--- config.mk ---
export PLATFORM = sky130hd
export DESIGN_NAME = plii_queue
export DESIGN_NICKNAME = d
export VERILOG_FILES = /design/src/rtl/core/plii_pkg.sv /design/src/rtl/core/plii_queue.sv
export SDC_FILE = /design/constraint.sdc
export NUM_CORES = 1
export LEC_CHECK = 0
export BUFFER_PORTS_ARGS = -buffer_cell sky130_fd_sc_hd__buf_2
export CAP_MARGIN = 15
export CELL_PAD_IN_SITES_DETAIL_PLACEMENT = 2
export CELL_PAD_IN_SITES_GLOBAL_PLACEMENT = 2
export CORE_ASPECT_RATIO = 1.75
export CORE_MARGIN = 5
export CORE_UTILIZATION = 39
export CTS_CLUSTER_DIAMETER = 150
export DETAILED_ROUTE_END_ITERATION = 16
export GPL_TIMING_DRIVEN = 0
export PLACE_DENSITY_LB_ADDON = 0.1
export SYNTH_ARGS = -nofsm -noshare
export SYNTH_HDL_FRONTEND = slang
export SYNTH_SLANG_ARGS = --single-unit
--- constraint.sdc ---
create_clock -name clk_i -period 8.6 [get_ports clk_i]
set_clock_uncertainty 0.15 [all_clocks]
set_input_delay 0.43 -clock clk_i [delete_from_list [all_inputs] [get_ports clk_i]]
set_output_delay 0.43 -clock clk_i [all_outputs]
set_load 0.01 [all_outputs]
--- src/rtl/core/plii_pkg.sv ---
// Shared types and constants for the piecewise linear interpolator.
`default_nettype none
package plii_pkg;
  localparam int unsigned MAX_POINTS = 7;
  localparam int unsigned MIN_POINTS = 2;
  localparam int unsigned DIV_STEPS  = 32;

  typedef enum logic [2:0] {
    REG_NUM_POINTS = 3'd0,
    REG_POINT_0    = 3'd1
  } reg_idx_e;

  // classified item from the front part
  typedef struct packed {
    logic [31:0] dx;
    logic [31:0] span;
    logic [31:0] mag;
    logic        neg;
    logic [31:0] out0;
    logic        hit;
    logic        zspan;
  } cls_t;

  // item inside the multiply/divide pipeline
  typedef struct packed {
    logic [31:0] rem;
    logic [31:0] word;
    logic [31:0] dvs;
    logic [31:0] out0;
    logic        neg;
    logic        hit;
    logic        use_q;
  } div_t;

  typedef struct packed {
    logic [31:0] mapped;
    logic        matched;
  } res_t;
endpackage
`default_nettype wire

--- src/rtl/core/plii_queue.sv ---
// Two-entry queue between front and back parts.
`default_nettype none
module plii_queue (
  input  wire             clk_i,
  input  wire             rst_ni,
  input  wire             push_i,
  input  plii_pkg::cls_t  data_i,
  output logic            full_o,
  input  wire             pop_i,
  output logic            empty_o,
  output plii_pkg::cls_t  data_o
);
  import plii_pkg::*;

  cls_t       mem_q [2];
  logic       wptr_q, rptr_q;
  logic [1:0] cnt_q;

  assign full_o  = cnt_q == 2'd2;
  assign empty_o = cnt_q == 2'd0;
  assign data_o  = mem_q[rptr_q];

  always_ff @(posedge clk_i or negedge rst_ni) begin
    if (!rst_ni) begin
      wptr_q <= 1'b0;
      rptr_q <= 1'b0;
      cnt_q  <= 2'd0;
    end else begin
      if (push_i) wptr_q <= ~wptr_q;
      if (pop_i)  rptr_q <= ~rptr_q;
      cnt_q <= cnt_q + 2'(push_i) - 2'(pop_i);
    end
  end

  always_ff @(posedge clk_i) begin
    if (push_i) mem_q[wptr_q] <= data_i;
  end
endmodule
`default_nettype wire

==> run_results.csv, run 1 <==
group,metric,value,unit
placement,finalWeightedCongestion,0.7255,
floorplan,std_cell_rows,77,
global_routing,grt_pass1_wl,39.34,mm
floorplan,initial_utilization,39.54,%
yosys,ys_ff_latch,266,
sta,finalHoldViolCount,0,
sta,final_max_slew_viol_count,0,
min_path,worstHoldPathType,"input port to async pin",
yosys,ys_seq_area_share,79.83,%
clock_tree,path_clk_slew,60,ps
final_layout,nNetsFinal,994,
drt,drt_iter0_markers,284,
drt,drc,0,
worst_setup_path,end_kind,"output port",
final_layout,utilization,55.37,%
drt,firstDrtPassIters,4,
clock_tree,clk_path_buf_depth,3,
global_routing,antenna_found_initial,2,
clock_tree,cts_htree_levels,1,
final_layout,multiInputGateArea,0.001874,mm^2
clock_tree,cts_setup_buffers,0,
sta,min_period,2429,ps
yosys,syn_avg_cell_area,23.60,um^2
yosys,syn_area,0.009981,mm^2
sta,grt_setup_unrepaired,"false",
worst_setup_path,cp-start-kind,"flip-flop",
clock_tree,cts_tree,"built",
worst_setup_path,cp_data_arrival_time,1850,ps
clock_tree,cts_root_buffer,"clkbuf_16",
global_routing,overflow,0,
power_and_ir_drop,p_comb_share,33.7,%
power_and_ir_drop,p_per_area,306.0,mW/mm^2
floorplan,die_w,130.9,um
sta,tightestPinTransition,893.9,ps
power_and_ir_drop,pwr-share-clk,24.5,%
flow_run,max-cap-violations,0,
yosys,ys_top_cells_by_area,"edfxtp_1 (79%), mux2_4 (12%), mux2_2 (5.8%)",
worst_setup_path,cp.required,8020,ps
yosys,yosys.area.top_type,"edfxtp_1",
drt,via_count,5554,
power_and_ir_drop,seq_power_share,41.9,%
yosys,async_flop_share,1.504,%
floorplan,io_pins,268,
placement,hpwl,17.08,mm
final_layout,regArea,0.007968,mm^2
global_routing,grt_start_max_net_pins,52,
power_and_ir_drop,p_switching,1.248,mW
power_and_ir_drop,switching_share,29.17,%
run_status,status,"complete, no violations",
power_and_ir_drop,ir_drop,0.2277,mV
yosys,synthCells,423,
clock_tree,numCtsBuffers,25,
yosys,synth_edf_count,262,
worst_setup_path,ff2ff_path_depth,3,
floorplan,die_area,0.02902,mm^2
sta,slew_headroom,40.28,%
power_and_ir_drop,p_leak,5.562,nW
drt,drtAntennaViolNets,0,
yosys,ys_top_cells_by_count,"edfxtp_1 (262), mux2_4 (80), mux2_2 (51)",
clock_tree,clock_sinks,266,
final_layout,drive_gt1_share,51.95,%
sta,setup_viol,0,
power_and_ir_drop,finalPower,4.277,mW
sta,fin_hold_ws,133.2,ps
drt,vias_per_cell,4.659,
final_layout,fin_area,0.01398,mm^2
global_routing,grt.total_usage,18.07,%
placement,place_area,0.01187,mm^2
yosys,synthFlopType,"edfxtp_1",
placement,port_buffers,267,
drt,wl,26.12,mm
worst_setup_path,crit_type,"flip-flop to output port",
clock_tree,clk_latency,510,ps
worst_setup_path,crit_fanout,10,
power_and_ir_drop,p_int,3.029,mW
yosys,yosysMostFrequentCell,"edfxtp_1",
drt,wl_per_cell,21.91,um
floorplan,fp.dieH,221.6,um
yosys,synthesis.nets,560,
yosys,synth.distinct_cells,14,
global_routing,first_global_vias,6662,
floorplan,fp.coreArea,0.02524,mm^2
yosys,netlist.area_leader.share,78.83,%
sta,period_share,28.25,%
final_layout,syn_to_final_growth,40.03,%
sta,fmax,411.6,MHz
final_layout,n_fill_cell,2242,
yosys,yosysWarnings,0,
## worst max-delay path, cell delays in order, from the launching register on
cell and delay, ps:
dfrtp_1 340, buf_6 130, buf_8 170, buf_6 200, mux2_4 330, buf_2 160
## repair_timing
action                                 CTS  global route
resized for setup                        0             0
endpoints found under the hold margin  268             0
hold buffers                           134             0
## sequential cells by signal, indices dropped and copies added, names as in the netlist
signal and flops:
wptr_q 1, cnt_q 2, rptr_q 1, mem_q 262
## cells by family (layout without fill, tap and decap cells)
logic type / count (synthesis) / in the layout / synth area share [%]
XOR/XNOR: 3 / 3 / 0.4137
adder cells (fa/ha/maj): 2 / 2 / 0.2507
buffers and inverters: 17 / 468 / 1.492
flip-flops: 266 / 266 / 79.83
multiplexers: 131 / 131 / 17.79
other: 0 / 2 / 0
AND/OR/NAND/NOR: 4 / 4 / 0.2256
## area by class of cell
class / count / share of cell area, %
Antenna cell: 2 / 0.03581
Buffer: 15 / 1.012
Clock buffer: 31 / 4.637
Clock inverter: 13 / 0.7789
Inverter: 2 / 0.05372
Multi-Input combinational cell: 140 / 13.41
Sequential cell: 266 / 57.01
Tap cell: 316 / 2.829
Timing Repair Buffer: 407 / 20.23
## metrics by stage
step / setup slack (ps) / instances / setup TNS, ps
3_3_place_gp: -1835 / 1006 / -239400
3_5_place_dp: 6224 / 1012 / 0
5_1_grt: 6091 / 1192 / 0
6_report: 6171 / 1192 / 0
2_1_floorplan: 1621 / 423 / 0
4_1_cts: 6103 / 1190 / 0
## path summary, 6_finish.rpt
| kind | startpoint | endpoint | slack [ps] |
|---|---|---|---|
| max in group asynchronous | rst_ni | rptr_q$_DFFE_PN0P_ | 8040 |
| hold / removal | rst_ni | cnt_q[0]$_DFF_PN0_ | 130 |
| setup reg to reg | wptr_q$_DFFE_PN0P_ | mem_q[0][57]$_DFFE_PP_ | 6460 |
| min in group clk_i | wptr_q$_DFFE_PN0P_ | wptr_q$_DFFE_PN0P_ | 420 |
| hold reg to reg | wptr_q$_DFFE_PN0P_ | wptr_q$_DFFE_PN0P_ | 420 |
| setup / recovery | rptr_q$_DFFE_PN0P_ | data_o[110] | 6170 |
## per-layer routing
| layer | part of all wire, % | track usage (%) | up-vias |
|---|---|---|---|
| met5 | 0 | 0 | - |
| met4 | 3.2 | 6.676 | 0 |
| met3 | 6.8 | 4.195 | 42 |
| met2 | 57 | 34.65 | 194 |
| met1 | 33 | 18.30 | 2764 |
| li1 | - | - | 2554 |
## layout by cell type, fill, tap and decap left out, drive strengths merged
cell and count:
buf 288, edfxtp 262, dlygate4sd3 134, mux2 131, clkbuf 31, clkinv 11, dfrtp 4, diode 2
inv 2, xor2 2, ha 2, bufinv 2, nor2b 2, xor3 1, nor2 1, and2 1
## power by group through the flow
stage,clock (mW),combinational (mW),sequential (mW)
after global placement,0,1.33,1.87
after detailed placement,0,1.41,1.82
after global routing,1.16,1.54,1.81
final,1.05,1.44,1.79
after CTS,1.08,1.47,1.79
after floorplan,0,0.874,1.83
(Power assumes the default switching activity.)
==> inputs of run 2 (changes only) <==
CORE_UTILIZATION = 35   (was 39)
clock period = 2.05 ns   (was 8.6 ns; I/O delays follow)
==> run 2 against run 1 <==
  * Worst hold slack gained 16 ps
  * Via count grew 1.7%
  * Largest power group unchanged
  * First-iteration DRC count shrank 28%
  * Largest cell class unchanged
  * The flow now finishes with violations (setup timing)
  * Worst setup slack lost 6200 ps
  * Flip-flop and latch count is the same
  * Clock power grew to 4.1 times the previous value
  * Critical endpoint is now data_o[73]
==> run_results.csv, run 2 (same netlist as run 1, synthesis figures left out) <==
group,metric,value,unit
final_layout,largest_register_ffs,262,
run_status,violations,"setup timing",
drt,drt_iter0_markers,205,
global_routing,grt_start_max_net_pins,63,
drt,via_count,5647,
worst_setup_path,ff2ff_path_depth,3,
worst_setup_path,cp.required,1800,ps
worst_setup_path,end_kind,"output port",
sta,period_share,102.6,%
placement,hpwl,17.55,mm
power_and_ir_drop,p_leak,5.784,nW
floorplan,io_pins,268,
sta,finalHoldViolCount,0,
floorplan,die_area,0.03213,mm^2
clock_tree,clk_path_buf_depth,3,
final_layout,regMostFlops,"mem_q",
drt,drtAntennaViolNets,0,
clock_tree,cts_root_buffer,"clkbuf_16",
drt,wl_per_cell,22.64,um
placement,port_buffers,267,
clock_tree,path_clk_slew,70,ps
sta,final_max_slew_viol_count,0,
drt,vias_per_cell,4.492,
floorplan,fp.dieH,233.4,um
floorplan,initial_utilization,35.55,%
sta,tightestPinTransition,693.9,ps
sta,setup_viol,65,
worst_setup_path,endpoint,"data_o[73]",
worst_setup_path,rrSetupSlack,110,ps
drt,firstDrtPassIters,4,
sta,grt_setup_unrepaired,"true",
sta,slew_headroom,53.53,%
flow_run,max-cap-violations,0,
sta,min_period,2103,ps
global_routing,antenna_found_initial,2,
worst_setup_path,cp-start-kind,"flip-flop",
worst_setup_path,r2r-start,"wptr_q$_DFFE_PN0P_",
worst_setup_path,crit_type,"flip-flop to output port",
final_layout,utilization,52.17,%
worst_setup_path,timing.rr.end,"mem_q[1][49]$_DFFE_PP_",
placement,dp_cells,1069,
clock_tree,cts_tree,"built",
worst_setup_path,cp_data_arrival_time,1850,ps
floorplan,fp.coreArea,0.02807,mm^2
floorplan,die_w,137.7,um
global_routing,first_global_vias,6796,
placement,finalWeightedCongestion,0.6985,
worst_setup_path,slowest_stage,"dfrtp_1",
final_layout,layout_commonest_cell,"edfxtp_1",
clock_tree,cts_htree_levels,1,
power_and_ir_drop,p_per_area,1308,mW/mm^2
final_layout,n_fill_cell,2525,
clock_tree,clk_latency,530,ps
global_routing,overflow,0,
final_layout,nNetsFinal,1003,
sta,setup_ws,-52.52,ps
worst_setup_path,max_stage_delay,370,ps
clock_tree,clock_sinks,266,
clock_tree,numCtsBuffers,26,
worst_setup_path,crit_start,"rptr_q$_DFFE_PN0P_",
drt,drc,0,
drt,wl,28.46,mm
run_status,status,"finished, violations left",
worst_setup_path,path_cells,"buf_6 -> clkbuf_16 -> buf_12 -> mux2_4 -> buf_2",
min_path,hold_depth,2,
sta,fmax,475.6,MHz
final_layout,final_cell_mix,"edfxtp_1 (262), buf_2 (200), dlygate4sd3_1 (135), mux2_4 (82), buf_6 (69)",
floorplan,std_cell_rows,81,
final_layout,drive_gt1_share,51.93,%
final_layout,reg_top3,"mem_q: 262 flops, cnt_q: 2 flops",
min_path,worstHoldPathType,"input port to flip-flop",
power_and_ir_drop,ir_drop,0.8045,mV
worst_setup_path,crit_fanout,10,
final_layout,syn_to_final_growth,46.73,%
global_routing,grt.total_usage,17.42,%
final_layout,final_cell_count_no_fill,1257,
global_routing,grt_pass1_wl,41.50,mm
[run 2: cell count changes in the layout (fill, tap and decap cells not counted), sizes merged]
cell and change:
buf -1, bufinv -2, dlygate4sd3 +1, clkinv +2, and2 +1, clkbuf +6, nor2b +1
[run 2: stage by stage]
| stage | power [mW] | setup WS [ps] | hold slack (ps) | setup TNS [ps] | cell area, um^2 |
|---|---|---|---|---|---|
| global placement | 13.27 | -2062 | -237.6 | -470910 | 11790 |
| finish | 19.15 | -52.52 | 148.7 | -1192 | 14650 |
| CTS | 18.98 | -93.41 | 109.9 | -6678 | 14430 |
| detailed placement | 13.56 | -130.1 | -229.9 | -8715 | 11920 |
| floorplan | 11.23 | -890.9 | -343.1 | -194200 | 9990 |
| global route | 20.13 | -110.2 | 131.8 | -8579 | 14650 |
[run 2: layout make-up]
cell class | instances | area (um^2) | area share, %
Inverter | 2 | 7.507 | 0.05126
Clock buffer | 31 | 690.7 | 4.716
Multi-Input combinational cell | 142 | 1898 | 12.96
Antenna cell | 2 | 5.005 | 0.03417
Sequential cell | 266 | 7968 | 54.40
Buffer | 15 | 229.0 | 1.563
Timing Repair Buffer | 413 | 3328 | 22.73
Clock inverter | 13 | 52.55 | 0.3588
Tap cell | 373 | 466.7 | 3.187
[run 2: how the worst min path moves through the flow]
stage	end	start
finish	mem_q[0][76]$_DFFE_PP_	data_i[76]
global route	mem_q[0][27]$_DFFE_PP_	data_i[27]
CTS	mem_q[1][4]$_DFFE_PP_	data_i[4]
detailed placement	rptr_q$_DFFE_PN0P_	rst_ni
global placement	rptr_q$_DFFE_PN0P_	rst_ni
floorplan	cnt_q[0]$_DFF_PN0_	rst_ni
[run 2: critical path: cells and delay by family, from the launching register on]
kind,cells,cell delay (ps)
flip-flops,1,370
multiplexers,1,300
buffers and inverters,4,630
[run 2: report_power, final]
group | switching (mW) | internal [mW] | leakage [nW]
Sequential | 0.319 | 7.21 | 2.51
Combinational | 3.31 | 3.97 | 2.91
Clock | 1.96 | 2.37 | 0.365
Total | 5.59 | 13.6 | 5.78
[run 2: layer usage]
metal  vias up  global-route usage [%]  part of all wire [%]
met4         0                   4.588                   1.7
met1      2860                   17.24                    33
met3        26                   3.707                   5.8
met5         -                       0                     0
li1       2573                       -                     -
met2       188                   35.25                    60
[run 2: repair_timing]
item | in CTS | in global routing
pin swaps | 1 | 0
setup endpoints to repair | 219 | 117
gates resized for setup | 68 | 39
hold buffers | 135 | 0
setup buffers | 2 | 0
gates cloned | 2 | 3
endpoints found under the hold margin | 277 | 0
==> inputs of run 3 (changes only) <==
RECOVER_POWER = 100   (was default)
==> run 3 against run 2 <==
  * The flow still finishes with violations (setup timing)
  * First-iteration DRC count is 1.5% lower
  * Global-route usage stayed put
  * Cell count stayed put
  * Cell area is 0.87% lower
  * Critical path depth stayed put
  * Sequential power hardly changed
  * Clock power hardly changed
  * Via count stayed put
==> run_results.csv, run 3 (same netlist as run 1, synthesis figures left out) <==
group,metric,value,unit
run_status,status,"finished, violations left",
run_status,violations,"setup timing",
clock_tree,cts_htree_levels,1,
sta,final_max_slew_viol_count,0,
worst_setup_path,crit_fanout,10,
drt,drc,0,
drt,via_count,5647,
final_layout,regMostFlops,"mem_q",
sta,slew_headroom,52.90,%
floorplan,fp.dieH,233.4,um
worst_setup_path,end_kind,"output port",
floorplan,die_w,137.7,um
placement,hpwl,17.55,mm
sta,tightestPinTransition,703.3,ps
placement,place_area,0.01192,mm^2
final_layout,multiInputGateArea,0.001898,mm^2
drt,firstDrtPassIters,4,
worst_setup_path,crit_start,"rptr_q$_DFFE_PN0P_",
floorplan,initial_utilization,35.55,%
final_layout,syn_to_final_growth,45.46,%
clock_tree,clock_sinks,266,
sta,fmax,477.0,MHz
final_layout,regArea,0.007968,mm^2
placement,port_buffers,267,
drt,drt_iter0_markers,202,
floorplan,fp.coreArea,0.02807,mm^2
sta,grt_setup_unrepaired,"true",
floorplan,die_area,0.03213,mm^2
drt,wl,28.39,mm
min_path,worstHoldPathType,"input port to flip-flop",
drt,vias_per_cell,4.492,
sta,finalHoldViolCount,0,
sta,setup_ws,-46.59,ps
sta,fin_hold_ws,152.3,ps
drt,drtAntennaViolNets,0,
worst_setup_path,cp-start-kind,"flip-flop",
worst_setup_path,cp.required,1800,ps
final_layout,n_fill_cell,2581,
clock_tree,clk_path_buf_depth,3,
power_and_ir_drop,ir_drop,0.8031,mV
floorplan,io_pins,268,
final_layout,drive_gt1_share,40.36,%
sta,min_period,2097,ps
final_layout,layout_commonest_cell,"edfxtp_1",
clock_tree,numCtsBuffers,26,
global_routing,overflow,0,
final_layout,fin_area,0.01452,mm^2
final_layout,nNetsFinal,1003,
global_routing,grt_pass1_wl,41.50,mm
worst_setup_path,r2r-start,"wptr_q$_DFFE_PN0P_",
global_routing,antenna_found_initial,2,
floorplan,std_cell_rows,81,
global_routing,grt_start_max_net_pins,63,
sta,setup_viol,66,
final_layout,largest_register_ffs,262,
clock_tree,clk_latency,530,ps
final_layout,final_cell_mix,"edfxtp_1 (262), dlygate4sd3_1 (135), clkbuf_1 (105), buf_2 (93), mux2_4 (82)",
clock_tree,cts_tree,"built",
min_path,min_from,"data_i[1]",
worst_setup_path,cp_data_arrival_time,1840,ps
final_layout,utilization,51.71,%
sta,period_share,102.3,%
placement,finalWeightedCongestion,0.6985,
global_routing,first_global_vias,6796,
power_and_ir_drop,p_per_area,1317,mW/mm^2
power_and_ir_drop,p_leak,5.504,nW
drt,wl_per_cell,22.59,um
flow_run,max-cap-violations,0,
global_routing,grt.total_usage,17.42,%
clock_tree,path_clk_slew,70,ps
clock_tree,cts_root_buffer,"clkbuf_16",
final_layout,reg_top3,"mem_q: 262 flops, cnt_q: 2 flops",
worst_setup_path,crit_type,"flip-flop to output port",
-- run 3: cell count changes in the layout (fill, tap and decap cells not counted) --
cell	previous run	this run
clkbuf_1	4	105
buf_2	200	93
clkbuf_2	0	5
buf_1	0	1
-- run 3: worst max-delay path, stage by stage, from the launching register on --
cell and delay [ps]:
dfrtp_1 370, buf_6 150, clkbuf_16 180, buf_12 150
mux2_4 290, buf_2 150
-- run 3: per-stage QoR --
| step | std cells | power, mW | setup WS (ps) | setup TNS [ps] |
|---|---|---|---|---|
| floorplan | 423 | 11.23 | -890.9 | -194200 |
| global placement | 1063 | 13.27 | -2062 | -470910 |
| detailed placement | 1069 | 13.56 | -130.1 | -8715 |
| CTS | 1252 | 18.98 | -93.41 | -6678 |
| global route | 1257 | 20.10 | -110.2 | -8579 |
| finish | 1257 | 19.12 | -46.59 | -1206 |
-- run 3: what timing repair did --
action	in CTS	in global routing
endpoints found under the setup margin	219	117
gates cloned	2	3
setup buffers	2	0
hold buffers	135	0
resized for setup	68	39
pin swaps	1	0
hold endpoints to repair	277	0
-- run 3: worst paths after layout --
path / endpoint / cells after the start / slack [ps]
worst max-delay path: data_o[73] / 5 / -50
worst min-delay path: mem_q[1][1]$_DFFE_PP_ / 2 / 150
worst max register to register: mem_q[1][43]$_DFFE_PP_ / 3 / 110
worst min register to register: cnt_q[1]$_DFF_PN0_ / 1 / 540
max in group asynchronous: cnt_q[1]$_DFF_PN0_ / 3 / 1230
min in group asynchronous: rptr_q$_DFFE_PN0P_ / 3 / 320
-- run 3: routing by layer --
| metal | share of wire [%] | track usage [%] | vias up |
|---|---|---|---|
| met5 | 0 | 0 | - |
| met4 | 1.7 | 4.588 | 0 |
| met3 | 5.7 | 3.707 | 26 |
| met2 | 60 | 35.25 | 194 |
| met1 | 33 | 17.24 | 2849 |
| li1 | - | - | 2578 |
-- run 3: where the power goes --
group	switching, mW	internal (mW)
Combinational	3.32	3.95
Sequential	0.319	7.21
Clock	1.96	2.37
-- run 3: area by class of cell --
type | count | area share, %
antenna | 2 | 0.03447
buffer | 15 | 1.577
clock buffer | 31 | 4.757
clock inverter | 13 | 0.3620
inverter | 2 | 0.05171
multi-input combinational | 142 | 13.07
sequential | 266 | 54.88
tap | 373 | 3.215
timing repair buffer | 413 | 22.05
